**src/rtl/slt_pkg.sv**
```systemverilog
// ----------------------------------------------------------------------------
// Sorted list table package
// Operation and status codes and the command and result transfer structs.
// ----------------------------------------------------------------------------
package slt_pkg;

  // Operation requested by a command.
  typedef enum logic [1:0] {
    OP_INSERT = 2'd0,
    OP_SEARCH = 2'd1,
    OP_DELETE = 2'd2,
    OP_CLEAR  = 2'd3
  } mode_e;

  // Completion status of a command.
  typedef enum logic [1:0] {
    ST_OK        = 2'd0,
    ST_NOT_FOUND = 2'd1,
    ST_FULL      = 2'd2
  } status_e;

  // Command payload.
  typedef struct packed {
    mode_e              mode;
    logic signed [31:0] value;
  } req_t;

  // Result payload.
  typedef struct packed {
    status_e    status;
    logic [4:0] position;
    logic [4:0] count;
  } rsp_t;

endpackage

```
**src/rtl/sorted_list_table.sv**
```systemverilog
// From the accepting edge, clear, a full-table insert, or a search or delete on an empty table
// go straight to the finish state; otherwise each stored entry visited passes through a read
// state and a compare state, and an insert ends with a write state before the finish state.
// Busy drops in the strobe cycle, so the next command can be taken at the edge that ends it.
// The result strobe done_o lasts one cycle and cannot be stalled.
// Reset empties the table by clearing the fill count; storage is not cleared.
// ----------------------------------------------------------------------------
// Sorted list table
// Ascending table of signed values with insert, search, delete and clear,
// run by a small sequencer around one comparator, one write port and one read port.
// ----------------------------------------------------------------------------
module sorted_list_table #(
  parameter int DEPTH = 16
) (
  input  logic          clk_i,
  input  logic          rst_ni,
  input  logic          start,
  input  slt_pkg::req_t req_i,
  output logic          busy,
  output logic          done_o,
  output slt_pkg::rsp_t rsp_o
);

  localparam int CW = $clog2(DEPTH + 1);
  localparam int AW = $clog2(DEPTH);

  typedef enum logic [4:0] {
    S_IDLE = 5'b00001,
    S_RD   = 5'b00010,
    S_CMP  = 5'b00100,
    S_INS  = 5'b01000,
    S_FIN  = 5'b10000
  } state_e;

  state_e                 state_q, state_d;
  slt_pkg::mode_e         op_q, op_d;
  logic signed [31:0]     val_q, val_d;
  logic [CW-1:0]          idx_q, idx_d;
  logic [CW-1:0]          fill_q, fill_d;
  logic [CW-1:0]          pos_q, pos_d;
  logic                   found_q, found_d;
  slt_pkg::status_e       status_q, status_d;
  logic                   done_q;
  slt_pkg::rsp_t          rsp_q;

  logic signed [31:0]     mem_q [DEPTH];
  logic signed [31:0]     rdata_q;
  logic                   we;
  logic [AW-1:0]          waddr;
  logic signed [31:0]     wdata;
  logic [CW-1:0]          rd_idx;
  logic [CW-1:0]          idx_inc;
  logic [CW-1:0]          idx_inc2;
  logic [CW-1:0]          idx_dec;
  logic                   lt;
  logic                   eq;
  logic [CW+4:0]          pos_ext;
  logic [CW+4:0]          fill_ext;

  assign idx_inc  = idx_q + CW'(1);
  assign idx_inc2 = idx_q + CW'(2);
  assign idx_dec  = idx_q - CW'(1);

  // Shared comparator between the fetched entry and the operand.
  assign lt = rdata_q < val_q;
  assign eq = rdata_q == val_q;

  // Read address: insert walks down, a delete in its shift phase reads ahead.
  always_comb begin
    if (found_q && (op_q == slt_pkg::OP_DELETE)) begin
      rd_idx = idx_inc;
    end else if (op_q == slt_pkg::OP_INSERT) begin
      rd_idx = idx_dec;
    end else begin
      rd_idx = idx_q;
    end
  end

  // Entry storage with a registered read port.
  always_ff @(posedge clk_i) begin
    if (we) begin
      mem_q[waddr] <= wdata;
    end
    rdata_q <= mem_q[rd_idx[AW-1:0]];
  end

  // Sequencer.
  always_comb begin
    state_d  = state_q;
    op_d     = op_q;
    val_d    = val_q;
    idx_d    = idx_q;
    fill_d   = fill_q;
    pos_d    = pos_q;
    found_d  = found_q;
    status_d = status_q;
    we       = 1'b0;
    waddr    = idx_q[AW-1:0];
    wdata    = rdata_q;
    unique case (state_q)
      S_IDLE: begin
        if (start) begin
          op_d     = req_i.mode;
          val_d    = req_i.value;
          found_d  = 1'b0;
          pos_d    = '0;
          idx_d    = '0;
          status_d = slt_pkg::ST_OK;
          unique case (req_i.mode) inside
            slt_pkg::OP_INSERT: begin
              if (fill_q == CW'(DEPTH)) begin
                status_d = slt_pkg::ST_FULL;
                state_d  = S_FIN;
              end else begin
                idx_d   = fill_q;
                state_d = (fill_q == '0) ? S_INS : S_RD;
              end
            end
            slt_pkg::OP_SEARCH, slt_pkg::OP_DELETE: begin
              if (fill_q == '0) begin
                status_d = slt_pkg::ST_NOT_FOUND;
                state_d  = S_FIN;
              end else begin
                state_d = S_RD;
              end
            end
            default: begin
              fill_d  = '0;
              state_d = S_FIN;
            end
          endcase
        end
      end
      S_RD: begin
        state_d = S_CMP;
      end
      S_CMP: begin
        unique case (op_q)
          slt_pkg::OP_INSERT: begin
            // Shift entries not smaller than the operand up by one slot.
            if (!lt) begin
              we    = 1'b1;
              idx_d = idx_dec;
              state_d = (idx_q == CW'(1)) ? S_INS : S_RD;
            end else begin
              state_d = S_INS;
            end
          end
          slt_pkg::OP_SEARCH: begin
            if (lt || eq) begin
              found_d = found_q || eq;
              idx_d   = idx_inc;
              if (idx_inc == fill_q) begin
                pos_d    = idx_inc;
                status_d = found_d ? slt_pkg::ST_OK : slt_pkg::ST_NOT_FOUND;
                state_d  = S_FIN;
              end else begin
                state_d = S_RD;
              end
            end else begin
              pos_d    = idx_q;
              status_d = found_q ? slt_pkg::ST_OK : slt_pkg::ST_NOT_FOUND;
              state_d  = S_FIN;
            end
          end
          slt_pkg::OP_DELETE: begin
            if (found_q) begin
              // Close the gap: move the next entry down one slot.
              we    = 1'b1;
              idx_d = idx_inc;
              if (idx_inc2 == fill_q) begin
                fill_d  = fill_q - CW'(1);
                state_d = S_FIN;
              end else begin
                state_d = S_RD;
              end
            end else if (eq) begin
              found_d = 1'b1;
              if (idx_inc == fill_q) begin
                fill_d  = fill_q - CW'(1);
                state_d = S_FIN;
              end else begin
                state_d = S_RD;
              end
            end else begin
              idx_d = idx_inc;
              if (idx_inc == fill_q) begin
                status_d = slt_pkg::ST_NOT_FOUND;
                state_d  = S_FIN;
              end else begin
                state_d = S_RD;
              end
            end
          end
          default: begin
            state_d = S_FIN;
          end
        endcase
      end
      S_INS: begin
        we      = 1'b1;
        wdata   = val_q;
        fill_d  = fill_q + CW'(1);
        state_d = S_FIN;
      end
      S_FIN: begin
        state_d = S_IDLE;
      end
      default: begin
        state_d = S_IDLE;
      end
    endcase
  end

  // Control registers.
  always_ff @(posedge clk_i or negedge rst_ni) begin
    if (!rst_ni) begin
      state_q <= S_IDLE;
      fill_q  <= '0;
      found_q <= 1'b0;
      op_q    <= slt_pkg::OP_CLEAR;
      done_q  <= 1'b0;
    end else begin
      state_q <= state_d;
      fill_q  <= fill_d;
      found_q <= found_d;
      op_q    <= op_d;
      done_q  <= (state_q == S_FIN);
    end
  end

  // Operand, index and result payload registers.
  assign pos_ext  = {5'b0, pos_q};
  assign fill_ext = {5'b0, fill_q};

  always_ff @(posedge clk_i) begin
    val_q    <= val_d;
    idx_q    <= idx_d;
    pos_q    <= pos_d;
    status_q <= status_d;
    if (state_q == S_FIN) begin
      rsp_q.status   <= status_q;
      rsp_q.position <= (op_q == slt_pkg::OP_SEARCH) ? pos_ext[4:0] : 5'd0;
      rsp_q.count    <= fill_ext[4:0];
    end
  end

  assign busy   = (state_q != S_IDLE);
  assign done_o = done_q;
  assign rsp_o  = rsp_q;

endmodule

```
**config.mk**
```make
export PLATFORM = sky130hd
export DESIGN_NAME = sorted_list_table
export DESIGN_NICKNAME = d
export VERILOG_FILES = /design/src/rtl/slt_pkg.sv /design/src/rtl/sorted_list_table.sv
export SDC_FILE = /design/constraint.sdc
export NUM_CORES = 1
export LEC_CHECK = 0
export BUFFER_PORTS_ARGS = -buffer_cell sky130_fd_sc_hd__buf_4
export CAP_MARGIN = 30
export CORE_MARGIN = 3
export CORE_UTILIZATION = 66
export CTS_BUF_LIST = sky130_fd_sc_hd__clkbuf_16
export CTS_CLUSTER_SIZE = 30
export DETAILED_ROUTE_END_ITERATION = 6
export PLACE_DENSITY = 0.82
export SLEW_MARGIN = 10
export SYNTH_ARGS = -nofsm -noshare
export SYNTH_HDL_FRONTEND = slang
export SYNTH_SLANG_ARGS = --single-unit
```
**constraint.sdc**
```tcl
create_clock -name clk_i -period 6.9 [get_ports clk_i]
set_input_delay 1.035 -clock clk_i [delete_from_list [all_inputs] [get_ports clk_i]]
set_output_delay 1.035 -clock clk_i [all_outputs]
set_load 0.005 [all_outputs]
```
# Word level (Yosys, flattened, before mapping)
# Memory sizes are Yosys's and may differ from the RTL's. A register that Yosys moved wholly into a read port is not among the register bits.
# Index checks and enable logic that the tools add are counted.
# Widths: inputs -> output; s select.
dict set report word_totals {
  elab_cells 130
  mem_bits_rw 512
  in_bits 37
  mem_count 1
  output_inout_bits 14
  regBits 70
}
dict set report op_classes {
  magnitude_cmp 1
  eq_ne 32
  addsub 5
  reduce_logical 16
  muxes 63
}
# memory depth word_bits read_ports rd_clocked_by_memory_dff wr line
set mem_list {}
lappend mem_list {mem_q 16 32 1 1 1 sorted_list_table.sv:46} ;# logic signed [31:0] mem_q [DEPTH];
# operator count
set op_table {}
lappend op_table {{$mux 5} 25}
lappend op_table {{$pmux 5 s3} 3}
lappend op_table {{$eq 32x32->1} 1}
lappend op_table {{$lt 32x32->1} 1}
lappend op_table {{$mux 32} 1}
lappend op_table {{$ne 3x3->1 const B} 10}
lappend op_table {{$pmux 5 s2} 3}
lappend op_table {{$mux 4} 5}
lappend op_table {{$pmux 5 s4} 1}
lappend op_table {{$mux 2} 7}
lappend op_table {{$reduce_and 7->1} 2}
lappend op_table {{$ne 4x4->1 const B} 3}
lappend op_table {{$pmux 2 s2} 3}
lappend op_table {{$mux 1} 11}
lappend op_table {{$add 5x1->5 const B} 2}
lappend op_table {{$eq 5x1->1 const B} 2}
lappend op_table {{$eq 5x5->1} 2}
lappend op_table {{$eq 5x5->1 const B} 2}
lappend op_table {{$sub 5x1->5 const B} 2}
lappend op_table {{$ne 2x2->1 const B} 4}
lappend op_table {{$pmux 1 s2} 4}
lappend op_table {{$reduce_and 4->1} 2}
lappend op_table {{$reduce_and 6->1} 1}
lappend op_table {{$add 5x2->5 const B} 1}
lappend op_table {{15 further kinds} 19}

# Logic depth before layout (Yosys ltp)
# Gate-level depths: netlist of run 1.
dict set report depth {
  word_depth 7
  mapped_depth 12
  mapped_depth_nobuf 11
}

# Worst setup path after synthesis of run 1
# Ideal clock, no wire load.
dict set report synth_path {
  path_type {flip-flop to flip-flop}
  start {register val_q[30]}
  end {memory mem_q[4][0] (enable)}
  path_buffers 1
  slack_ns 3.488
  setup_ns 0.391
  t_required_ns 6.509
  t_arrival_ns 3.021
  stages_incl_launch_ff 11
  synth_period_minus_slack_ns 3.412
  cell_sequence {edfxtp_1 -> inv_1 -> ha_1 -> a21oi_1 -> nand2_1 -> a221o_1 -> or3_1 -> nand3_1 -> a221o_1 -> clkbuf_1 -> and4_1}
}
dict set report synth_via {
  elab_chain_cells 6
}
# item line
set synth_lines {}
lappend synth_lines {{start, declared} sorted_list_table.sv:37} ;# logic signed [31:0] val_q, val_d;
lappend synth_lines {{start signal, assigned} sorted_list_table.sv:237} ;# val_q <= val_d;
lappend synth_lines {{$lt 32x32->1} sorted_list_table.sv:65} ;# assign lt = rdata_q < val_q;
lappend synth_lines {{$mux 1} sorted_list_table.sv:141} ;# if (!lt) begin
lappend synth_lines {{$pmux 1 s2} sorted_list_table.sv:138} ;# unique case (op_q)
lappend synth_lines {{$pmux 1 s2} sorted_list_table.sv:100} ;# unique case (state_q)
lappend synth_lines {{$mux 1} sorted_list_table.sv:81} ;# if (we) begin
lappend synth_lines {{$mux 1 (implied by the code)} sorted_list_table.sv:82} ;# mem_q[waddr] <= wdata;
lappend synth_lines {{end, declared} sorted_list_table.sv:46}
# Every way passes these cells.

# Final worst setup path of run 1
dict set report layout_path {
  start {register val_q[12]}
  end {memory mem_q[1][2] (enable)}
}
# Same word-level chain as after synthesis.

==> results of run 1 <==
[kinds of logic (layout without fill, tap and decap cells)]
group | after synthesis | after routing | share of synthesized area
DFF | 614 | 614 | 0.728
and+or+nand+nor | 197 | 197 | 0.0433
AOI/OAI and AO/OA | 172 | 172 | 0.0433
muxes | 165 | 165 | 0.131
buffers and inverters | 118 | 265 | 0.0214
adders and majority gates | 51 | 51 | 0.0260
xor gates and xnor gates | 18 | 18 | 0.00666
[how the worst min path moves through the flow]
stage / start / end
floorplan: status_q[0]$_DFFE_PP_ / rsp_o[10]$_DFFE_PP_
global placement: status_q[1]$_SDFFCE_PP0P_ / rsp_o[11]$_DFFE_PP_
detailed placement: status_q[1]$_SDFFCE_PP0P_ / rsp_o[11]$_DFFE_PP_
CTS: rst_ni / found_q$_DFFE_PN0P_
global route: rst_ni / found_q$_DFFE_PN0P_
finish: rst_ni / found_q$_DFFE_PN0P_
[registers in the layout, indices dropped and copies added, names as in the netlist]
name	flops
done_o	1
op_q	2
mem_q	512
state_q	5
rsp_o	12
found_q	1
fill_q	5
rdata_q	32
status_q	2
val_q	32
pos_q	5
idx_q	5
[layout by cell type (no fill, tap or decap), types with 16 or more instances in the layout]
cell       synthesis  final
dfxtp_1           32     32
and4_2             0     16
o21ai_0           50     33
nand2_1           60     60
clkbuf_16          0     57
edfxtp_1         568    568
o21ai_1            0     16
nand3_1           16     16
nor2b_1           37     37
buf_4              6     90
mux2i_1           36     36
nor2_1            17     17
inv_1             45     55
ha_1              50     50
buf_12             0     19
a21oi_1           55     54
mux4_2           128    128
a211oi_1          33     33
[area by class of cell]
cell class | count | area share
clock buffer | 57 | 0.0508
tap | 468 | 0.0208
timing repair buffer | 112 | 0.0386
inverter | 46 | 0.00619
sequential | 614 | 0.643
multi-input combinational | 603 | 0.224
clock inverter | 50 | 0.0173
[stage by stage]
stage	util	hold slack, ps	cell area (µm²)	total power [mW]	std cells
after floorplan	-	400	24800	8.02	1335
after global placement	0.699	406	25700	9.04	1809
after detailed placement	0.704	412	25900	9.21	1822
after CTS	0.756	254	27800	12.5	1929
after global routing	0.764	275	28100	13.0	1950
final	0.764	271	28100	12.5	1950
[layer usage]
layer | share of wire | vias to the layer above | track usage
li1 | - | 5548 | -
met1 | 0.37 | 6622 | 0.379
met2 | 0.51 | 704 | 0.449
met3 | 0.081 | 156 | 0.0520
met4 | 0.039 | 0 | 0.119
met5 | 0 | - | 0
[worst reg2reg max path: cells and delay by family (launching register included)]
| family | cells | cell delay, ps |
|---|---|---|
| flip-flops | 1 | 350 |
| adder cells (fa/ha/maj) | 1 | 290 |
| buffers and inverters | 2 | 330 |
| AND/OR/NAND/NOR | 4 | 1910 |
| AO/OA/AOI/OAI | 3 | 1000 |
[power groups by stage]
stage,Sequential (mW),Clock [mW],Combinational [mW]
after floorplan,4.96,0,3.06
after global placement,5.00,0,4.04
after detailed placement,5.01,0,4.20
after CTS,4.93,3.22,4.30
after global routing,4.95,3.36,4.69
final,4.93,3.19,4.36
==> qor.csv, run 1 <==
stage,metric,value,unit
outcome,run status,finished clean,
floorplan,width of the chip,200,µm
floorplan,site row count,70,
final_layout,area growth from synthesis to layout,13.3,%
logic_synthesis,Synth Area per Inst,18.6,µm²
setup_path,slowest cell delay on critical path,750,ps
floorplan,Core Area,36800,µm²
logic_synthesis,most frequent cells after synthesis,"568 x edfxtp_1, 128 x mux4_2, 60 x nand2_1",
power,switching share of power,0.322,
final_layout,diode count,0,
grt,total congestion overflow,0,
setup_path,"Max FO, Critical Path",20,
floorplan,die height,200,µm
logic_synthesis,post-synthesis sequential area ratio,0.728,
power,Static Leakage,9.64,nW
routing,aggregate routed wire length,54.4,mm
setup_path,Crit path required time,7200,ps
clock_tree,clock tree sinks,614,
setup_path,cell depth of the worst setup path,10,
setup_path,CP top delay family,simple AND/OR/NAND/NOR gates,
clock_tree,# Post-CTS Setup Buffers,0,
floorplan,top-level port count,51,
worst_hold_path,Hold Crit Class,primary input to async pin,
sta,Rel. slew slack,0.401,
sta,Fin. Hold Viols,0,
setup_path,Setup crit start kind,flop,
routing,1st-iter DRT viols,1580,
floorplan,total die area,39900,µm²
power,P_sw,4.02,mW
power,cell area power density,444,nW/µm²
clock_tree,worst skew pair latency,630,ps
routing,via count,13000,
sta,endpoints failing setup,0,
power,Reg power frac,0.395,
setup_path,Worst path slowest cell,or4_1,
setup_path,reg-to-reg endpoint,mem_q[1][2]$_DFFE_PP_,
sta,Setup Skew,32.3,ps
sta,minimum clock period,4220,ps
setup_path,Register-to-Register Setup Slack,2680,ps
setup_path,CP Capture Type,flop,
final_layout,Reg area,18100,µm²
logic_synthesis,register bit total from synthesis,614,
routing,WL/cell,27.9,µm
setup_path,CP bufs+invs,2,
routing,Routed Antenna Nets,0,
job,max cap viols,0,
power,clock share of power,0.256,
grt,initial antenna violation count,0,
grt,largest net degree at the start of global routing,65,
routing,vias per cell,6.68,
logic_synthesis,leading area contributor after synthesis,edfxtp_1,
logic_synthesis,asr flop ratio synth,0.0228,
logic_synthesis,top-count cell post-synth,edfxtp_1,
sta,fmax,237,MHz
logic_synthesis,count of cell types in the netlist,60,
setup_path,Setup crit end,mem_q[1][2]$_DFFE_PP_,
logic_synthesis,"EDFF count, synth",568,
clock_tree,clock root cell,clkbuf_16,
power,combinational power share,0.349,
setup_path,r2r startpoint,val_q[12]$_DFFE_PP_,
logic_synthesis,Post-Syn Instances,1335,
logic_synthesis,top area cells in the synthesized netlist,"edfxtp_1 69%, mux4_2 12%, dfxtp_1 2.6%",
placed_design,port bufs,50,
grt,vias in the first global route,13200,
logic_synthesis,Yosys top cell area share,0.688,
clock_tree,CTS Buffer Depth,3,
clock_tree,Clock Pin Slew Worst Setup and Hold Paths,70,ps
power,Max VDD drop,0.000361,V
logic_synthesis,synthesized area,24800,µm²
grt,first-pass GRT wire length,80.8,mm
sta,final setup margin,2680,ps
setup_path,worst path cell trace,"inv_1, ha_1, nand4_1, or4_1, a21oi_1, o31ai_1, nand3_1, a221o_1, and4_2, buf_12",
clock_tree,Hold Buf Count CTS,0,
power,internal power,8.46,mW
setup_path,Worst Setup SP,val_q[12]$_DFFE_PP_,
logic_synthesis,commonest register cell after synthesis,edfxtp_1,
final_layout,fraction of layout cells with a size suffix above 1,0.246,
logic_synthesis,Yosys warning count,0,
grt,GRT Util Overall,0.277,
setup_path,Worst R2R Path Depth,10,
clock_tree,CTS Buf Count,57,
final_layout,fillcell total,1894,
logic_synthesis,syn_nets,1423,
placed_design,Post-Place Worst Slack,2720,ps
final_layout,area of the multi-input gates,6290,µm²
routing,drt first pass iters,6,
placed_design,Post-DP HPWL,30.8,mm
setup_path,crit path DAT,4520,ps
final_layout,nets,1522,
sta,RSZ-0062 raised after global routing,false,
sta,measured slew at the worst slew-check pin,889,ps
floorplan,Initial Util,0.674,
routing,DRC,0,
placed_design,Placer Congestion,0.868,
setup_path,kind of critical path,flop to flop,
clock_tree,CTS tree,built,
sta,Pins Over Slew Limit,0,
sta,Fin Setup TNS,0,ps
clock_tree,htree depth,2,
sta,Final Cycle Share,0.611,
clock_tree,post-cts resize count,0,
Power figures use the tool's default switching activity.
==> run 2, diff against run 1 <==
--- a/config.mk
+++ b/config.mk
@@ -5,14 +5,15 @@
 export SDC_FILE = /design/constraint.sdc
 export NUM_CORES = 1
 export LEC_CHECK = 0
+export ABC_AREA = 1
 export BUFFER_PORTS_ARGS = -buffer_cell sky130_fd_sc_hd__buf_4
 export CAP_MARGIN = 30
 export CORE_MARGIN = 3
-export CORE_UTILIZATION = 66
+export CORE_UTILIZATION = 56
 export CTS_BUF_LIST = sky130_fd_sc_hd__clkbuf_16
 export CTS_CLUSTER_SIZE = 30
 export DETAILED_ROUTE_END_ITERATION = 6
-export PLACE_DENSITY = 0.82
+export PLACE_DENSITY = 0.74
 export SLEW_MARGIN = 10
 export SYNTH_ARGS = -nofsm -noshare
 export SYNTH_HDL_FRONTEND = slang
==> constraint.sdc (replaced) <==
create_clock -name clk_i -period 3.4 [get_ports clk_i]
set_input_delay 0.51 -clock clk_i [delete_from_list [all_inputs] [get_ports clk_i]]
set_output_delay 0.51 -clock clk_i [all_outputs]
set_load 0.005 [all_outputs]
==> qor.csv, run 2 <==
stage,metric,value,unit
floorplan,site row count,77,
routing,WL/cell,22.9,µm
routing,Routed Antenna Nets,0,
setup_path,Worst R2R Path Depth,13,
final_layout,fraction of layout cells with a size suffix above 1,0.136,
power,P_sw,11.0,mW
setup_path,Setup crit start kind,flop,
sta,Setup Skew,24.8,ps
sta,RSZ-0062 raised after global routing,false,
final_layout,diode count,0,
grt,GRT Util Overall,0.260,
power,Max VDD drop,0.000856,V
final_layout,area growth from synthesis to layout,14.9,%
final_layout,post-route cell area,29000,µm²
grt,largest net degree at the start of global routing,91,
clock_tree,worst skew pair latency,630,ps
placed_design,Post-DP HPWL,36.4,mm
outcome,run status,finished clean,
sta,Final Cycle Share,0.944,
logic_synthesis,top-count cell post-synth,edfxtp_1,
job,max cap viols,0,
routing,DRC,0,
clock_tree,clock root cell,clkbuf_16,
floorplan,die height,218,µm
worst_hold_path,Hold Crit Depth,1,
final_layout,most flop-heavy register,mem_q,
power,internal power,17.1,mW
floorplan,Core Area,44400,µm²
sta,Rel. slew slack,0.553,
final_layout,Largest register FFs,512,
power,switching share of power,0.392,
clock_tree,CTS tree,built,
setup_path,"Max FO, Critical Path",15,
logic_synthesis,count of cell types in the netlist,49,
routing,vias per cell,6.19,
power,Reg power frac,0.359,
sta,minimum clock period,3210,ps
logic_synthesis,commonest register cell after synthesis,edfxtp_1,
sta,Fin. Hold Viols,0,
setup_path,crit path DAT,3510,ps
logic_synthesis,syn_nets,2057,
grt,vias in the first global route,16300,
logic_synthesis,Synth Area per Inst,12.8,µm²
setup_path,worst path cell trace,"inv_1, ha_2, a21o_1, nor2_1, nand2_1, a21oi_2, nand4_1, nand2_2, inv_2, o211ai_4, nand2_8, nor2_4, buf_4",
floorplan,width of the chip,218,µm
floorplan,total die area,47700,µm²
setup_path,kind of critical path,flop to flop,
routing,aggregate routed wire length,61.8,mm
logic_synthesis,register bit total from synthesis,614,
placed_design,port bufs,50,
setup_path,slowest cell delay on critical path,350,ps
power,Design Power,28.1,mW
routing,via count,16700,
final_layout,Reg area,18100,µm²
setup_path,Worst path slowest cell,edfxtp_1,
grt,first-pass GRT wire length,94.3,mm
routing,drt first pass iters,7,
placed_design,Placer Congestion,0.933,
worst_hold_path,Hold Crit Class,primary input to flop,
logic_synthesis,synthesized area,25300,µm²
floorplan,Initial Util,0.569,
clock_tree,CTS Buffer Depth,3,
logic_synthesis,Yosys top cell area share,0.675,
sta,endpoints failing setup,0,
setup_path,Crit path required time,3710,ps
clock_tree,# Post-CTS Setup Buffers,0,
logic_synthesis,post-synthesis sequential area ratio,0.715,
sta,Pins Over Slew Limit,0,
final_layout,nets,2150,
power,Static Leakage,10.2,nW
power,clock share of power,0.236,
final_layout,area of the multi-input gates,6350,µm²
final_layout,fillcell total,3075,
routing,1st-iter DRT viols,2153,
sta,measured slew at the worst slew-check pin,663,ps
logic_synthesis,"EDFF count, synth",568,
setup_path,CP Capture Type,flop,
final_layout,"commonest non-fill, non-tap cells in the layout","568 x edfxtp_1, 294 x nor2_1, 260 x o21ai_0",
power,combinational power share,0.405,
clock_tree,CTS Buf Count,58,
clock_tree,htree depth,2,
logic_synthesis,asr flop ratio synth,0.0228,
logic_synthesis,top area cells in the synthesized netlist,"edfxtp_1 68%, o21ai_0 5.2%, nor2_1 4.5%",
logic_synthesis,Post-Syn Instances,1969,
logic_synthesis,leading area contributor after synthesis,edfxtp_1,
logic_synthesis,most frequent cells after synthesis,"568 x edfxtp_1, 301 x nor2_1, 260 x o21ai_0",
final_layout,"leading cell type in the layout, fill and taps excluded",edfxtp_1,
grt,initial antenna violation count,0,
power,cell area power density,967,nW/µm²
floorplan,top-level port count,51,
sta,fmax,312,MHz
placed_design,DP Area,27000,µm²
logic_synthesis,Yosys warning count,0,
grt,total congestion overflow,0,
clock_tree,clock tree sinks,614,
final_layout,Top Registers,"mem_q (512), rdata_q (32), val_q (32)",
clock_tree,Clock Pin Slew Worst Setup and Hold Paths,60,ps
[run 2: changes by cell type in the layout (fill, tap and decap cells not counted), sizes merged, moves of 59 or more]
cell    before  now
inv         57  116
mux4       128    0
nand2       60  172
nand3       16   81
nor2        17  314
o21ai       50  313
o221ai       0  127
[run 2: timing repair]
item / 4_1_cts / 5_1_grt
setup endpoints to repair: 0 / 508
hold endpoints to repair: 14 / 0
hold buffers: 1 / 0
resized for setup: 0 / 3
[run 2: per-stage QoR]
step	setup slack (ps)	std cells	hold slack (ps)	util	TNS, ps
global placement	133	2592	373	0.608	0
CTS	57.7	2703	21.5	0.653	0
detailed placement	83.1	2592	376	0.608	0
finish	191	2704	49.6	0.654	0
global route	13.2	2704	26.8	0.654	0
floorplan	-132	1969	214	-	-21160
[run 2: path summary, 6_finish.rpt]
path / from / endpoint / slack, ps
max: val_q[31]$_DFFE_PP_ / mem_q[4][8]$_DFFE_PP_ / 190
max in group asynchronous: rst_ni / op_q[1]$_DFFE_PN1P_ / 2870
min: req_i[25] / val_q[25]$_DFFE_PP_ / 50
max reg2reg: val_q[31]$_DFFE_PP_ / mem_q[4][8]$_DFFE_PP_ / 190
min reg2reg: status_q[0]$_DFFE_PP_ / rsp_o[10]$_DFFE_PP_ / 420
min in group asynchronous: rst_ni / done_o$_DFF_PN0_ / 290
[run 2: final cells by class]
cell class	count	share of cell area
repair buffers	150	0.0528
multi-input cells	1138	0.219
inverters	100	0.0131
clock inverters	51	0.0172
flip-flops and latches	614	0.622
clock buffers	59	0.0508
well taps	592	0.0255
[run 2: critical path: cells and delay by family, from the launching register on]
kind | cells | cell delay, ps
AND/OR/NAND/NOR | 6 | 1020
AO/OA/AOI/OAI | 3 | 720
buffers and inverters | 3 | 410
flip-flops | 1 | 350
adder cells (fa/ha/maj) | 1 | 350
[run 2: metal layers]
layer | GRT usage | share of wire | vias up | wire [µm]
met4 | 0.0922 | 0.034 | 0 | 2110
met5 | 0 | 0 | - | 0
met2 | 0.424 | 0.48 | 903 | 29700
met3 | 0.0434 | 0.092 | 163 | 5660
li1 | - | - | 7456 | -
met1 | 0.358 | 0.39 | 8208 | 24300
[run 2: cell families after synthesis]
kind of cell | synth area share
DFF | 0.715
and+or+nand+nor | 0.0973
AOI/OAI and AO/OA | 0.120
buffers and inverters | 0.0385
adders and majority gates | 0.0256
xor gates and xnor gates | 0.00416
[run 2: power by group through the flow]
stage	sequential [mW]	clock, mW	combinational [mW]
after global routing	10.1	6.99	12.4
after detailed placement	10.2	0	11.1
after floorplan	10.2	0	7.23
after CTS	10.1	6.68	11.2
after global placement	10.2	0	10.8
final	10.1	6.62	11.4
==> run 3, diff against run 2 <==
--- a/config.mk
+++ b/config.mk
@@ -13,7 +13,7 @@
 export CTS_BUF_LIST = sky130_fd_sc_hd__clkbuf_16
 export CTS_CLUSTER_SIZE = 30
 export DETAILED_ROUTE_END_ITERATION = 6
-export PLACE_DENSITY = 0.74
+export PLACE_DENSITY = 0.8
 export SLEW_MARGIN = 10
 export SYNTH_ARGS = -nofsm -noshare
 export SYNTH_HDL_FRONTEND = slang
==> qor.csv, run 3 (same netlist as run 2, synthesis figures left out) <==
stage,metric,value,unit
final_layout,most flop-heavy register,mem_q,
sta,final setup margin,191,ps
floorplan,Initial Util,0.569,
grt,vias in the first global route,16700,
power,cell area power density,965,nW/µm²
placed_design,port bufs,50,
setup_path,kind of critical path,flop to flop,
floorplan,site row count,77,
clock_tree,Clock Pin Slew Worst Setup and Hold Paths,60,ps
clock_tree,clock tree sinks,614,
clock_tree,CTS tree,built,
placed_design,Post-Place Worst Slack,138,ps
setup_path,Worst R2R Path Depth,15,
floorplan,Core Area,44400,µm²
sta,Final Cycle Share,0.944,
sta,RSZ-0062 raised after global routing,false,
setup_path,CP Capture Type,flop,
final_layout,nets,2155,
routing,via count,16800,
grt,first-pass GRT wire length,93.2,mm
placed_design,Placer Congestion,0.885,
routing,WL/cell,22.4,µm
setup_path,Worst path slowest cell,ha_1,
sta,endpoints failing setup,0,
setup_path,CP bufs+invs,3,
setup_path,CP top delay family,simple AND/OR/NAND/NOR gates,
routing,drt first pass iters,6,
clock_tree,CTS Buf Count,58,
final_layout,Largest register FFs,512,
clock_tree,htree depth,2,
setup_path,slowest cell delay on critical path,460,ps
grt,total congestion overflow,0,
outcome,run status,finished clean,
power,Static Leakage,10.2,nW
setup_path,Crit path required time,3700,ps
power,Design Power,28.0,mW
grt,largest net degree at the start of global routing,101,
power,Max VDD drop,0.000537,V
setup_path,crit path DAT,3510,ps
final_layout,diode count,0,
clock_tree,CTS Buffer Depth,3,
sta,Pins Over Slew Limit,0,
final_layout,"leading cell type in the layout, fill and taps excluded",edfxtp_1,
final_layout,fillcell total,2990,
floorplan,width of the chip,218,µm
sta,Setup Skew,16.8,ps
routing,1st-iter DRT viols,2155,
final_layout,fraction of layout cells with a size suffix above 1,0.137,
final_layout,"commonest non-fill, non-tap cells in the layout","568 x edfxtp_1, 294 x nor2_1, 260 x o21ai_0",
placed_design,Post-DP HPWL,35.7,mm
grt,GRT Util Overall,0.253,
final_layout,area growth from synthesis to layout,14.8,%
routing,vias per cell,6.18,
sta,Fin. Hold Viols,0,
setup_path,worst path cell trace,"inv_1, ha_1, nand2_1, nor2_2, nand2_2, nor2_1, a21oi_1, nand3_2, nand2_1, nand2_2, inv_2, o211ai_4, nand2_8, nor2_4, buf_4",
routing,Routed Antenna Nets,0,
setup_path,Setup crit start kind,flop,
final_layout,Final Util,0.653,
routing,aggregate routed wire length,60.6,mm
floorplan,die height,218,µm
floorplan,top-level port count,51,
clock_tree,clock root cell,clkbuf_16,
grt,initial antenna violation count,0,
worst_hold_path,Hold Crit Class,primary input to flop,
floorplan,total die area,47700,µm²
final_layout,Top Registers,"mem_q (512), rdata_q (32), val_q (32)",
worst_hold_path,Hold Crit Depth,1,
sta,minimum clock period,3210,ps
sta,Rel. slew slack,0.550,
sta,measured slew at the worst slew-check pin,674,ps
clock_tree,worst skew pair latency,630,ps
clock_tree,# Post-CTS Setup Buffers,0,
job,max cap viols,0,
sta,fmax,312,MHz
routing,DRC,0,
setup_path,cell depth of the worst setup path,15,
setup_path,"Max FO, Critical Path",15,
-- run 3: path summary, 6_finish.rpt --
path	start	endpoint	slack (ps)
worst max-delay path	val_q[31]$_DFFE_PP_	mem_q[15][23]$_DFFE_PP_	190
worst max register to register	val_q[31]$_DFFE_PP_	mem_q[15][23]$_DFFE_PP_	190
max in group asynchronous	rst_ni	state_q[0]$_DFFE_PN1N_	2890
worst min-delay path	req_i[10]	val_q[10]$_DFFE_PP_	70
worst min register to register	status_q[1]$_SDFFCE_PP0P_	rsp_o[11]$_DFFE_PP_	420
min in group asynchronous	rst_ni	done_o$_DFF_PN0_	280
-- run 3: area by class of cell --
class / instances / area [µm²] / share of cell area
well taps: 592 / 741 / 0.0255
clock inverters: 51 / 428 / 0.0148
multi-input cells: 1138 / 6350 / 0.219
repair buffers: 155 / 1570 / 0.0542
flip-flops and latches: 614 / 18100 / 0.623
clock buffers: 59 / 1480 / 0.0509
inverters: 100 / 380 / 0.0131
-- run 3: through the flow --
stage          instances  hold WS [ps]  instance area [µm²]  setup TNS, ps
4_1_cts             2708          38.6                29000              0
2_1_floorplan       1969           214                25300         -21160
3_5_place_dp        2597           369                27100              0
6_report            2709          67.2                29000              0
3_3_place_gp        2597           367                27100              0
5_1_grt             2709          40.2                29000              0
-- run 3: layer usage --
layer,global-route usage,up-vias,share of wire
met5,0,-,0
met4,0.0985,0,0.034
met3,0.0466,151,0.099
met2,0.423,962,0.49
met1,0.331,8164,0.37
li1,-,7477,-
-- run 3: power breakdown --
part / switching [mW] / leakage, nW / total, mW / internal, mW
clock: 2.74 / 0.961 / 6.42 / 3.68
combinational: 7.89 / 3.66 / 11.5 / 3.60
sequential: 0.295 / 5.59 / 10.1 / 9.77
-- run 3: timing repair --
action	in CTS	in global routing
hold buffers	1	0
endpoints found under the setup margin	0	83
resized for setup	0	1
endpoints found under the hold margin	14	0
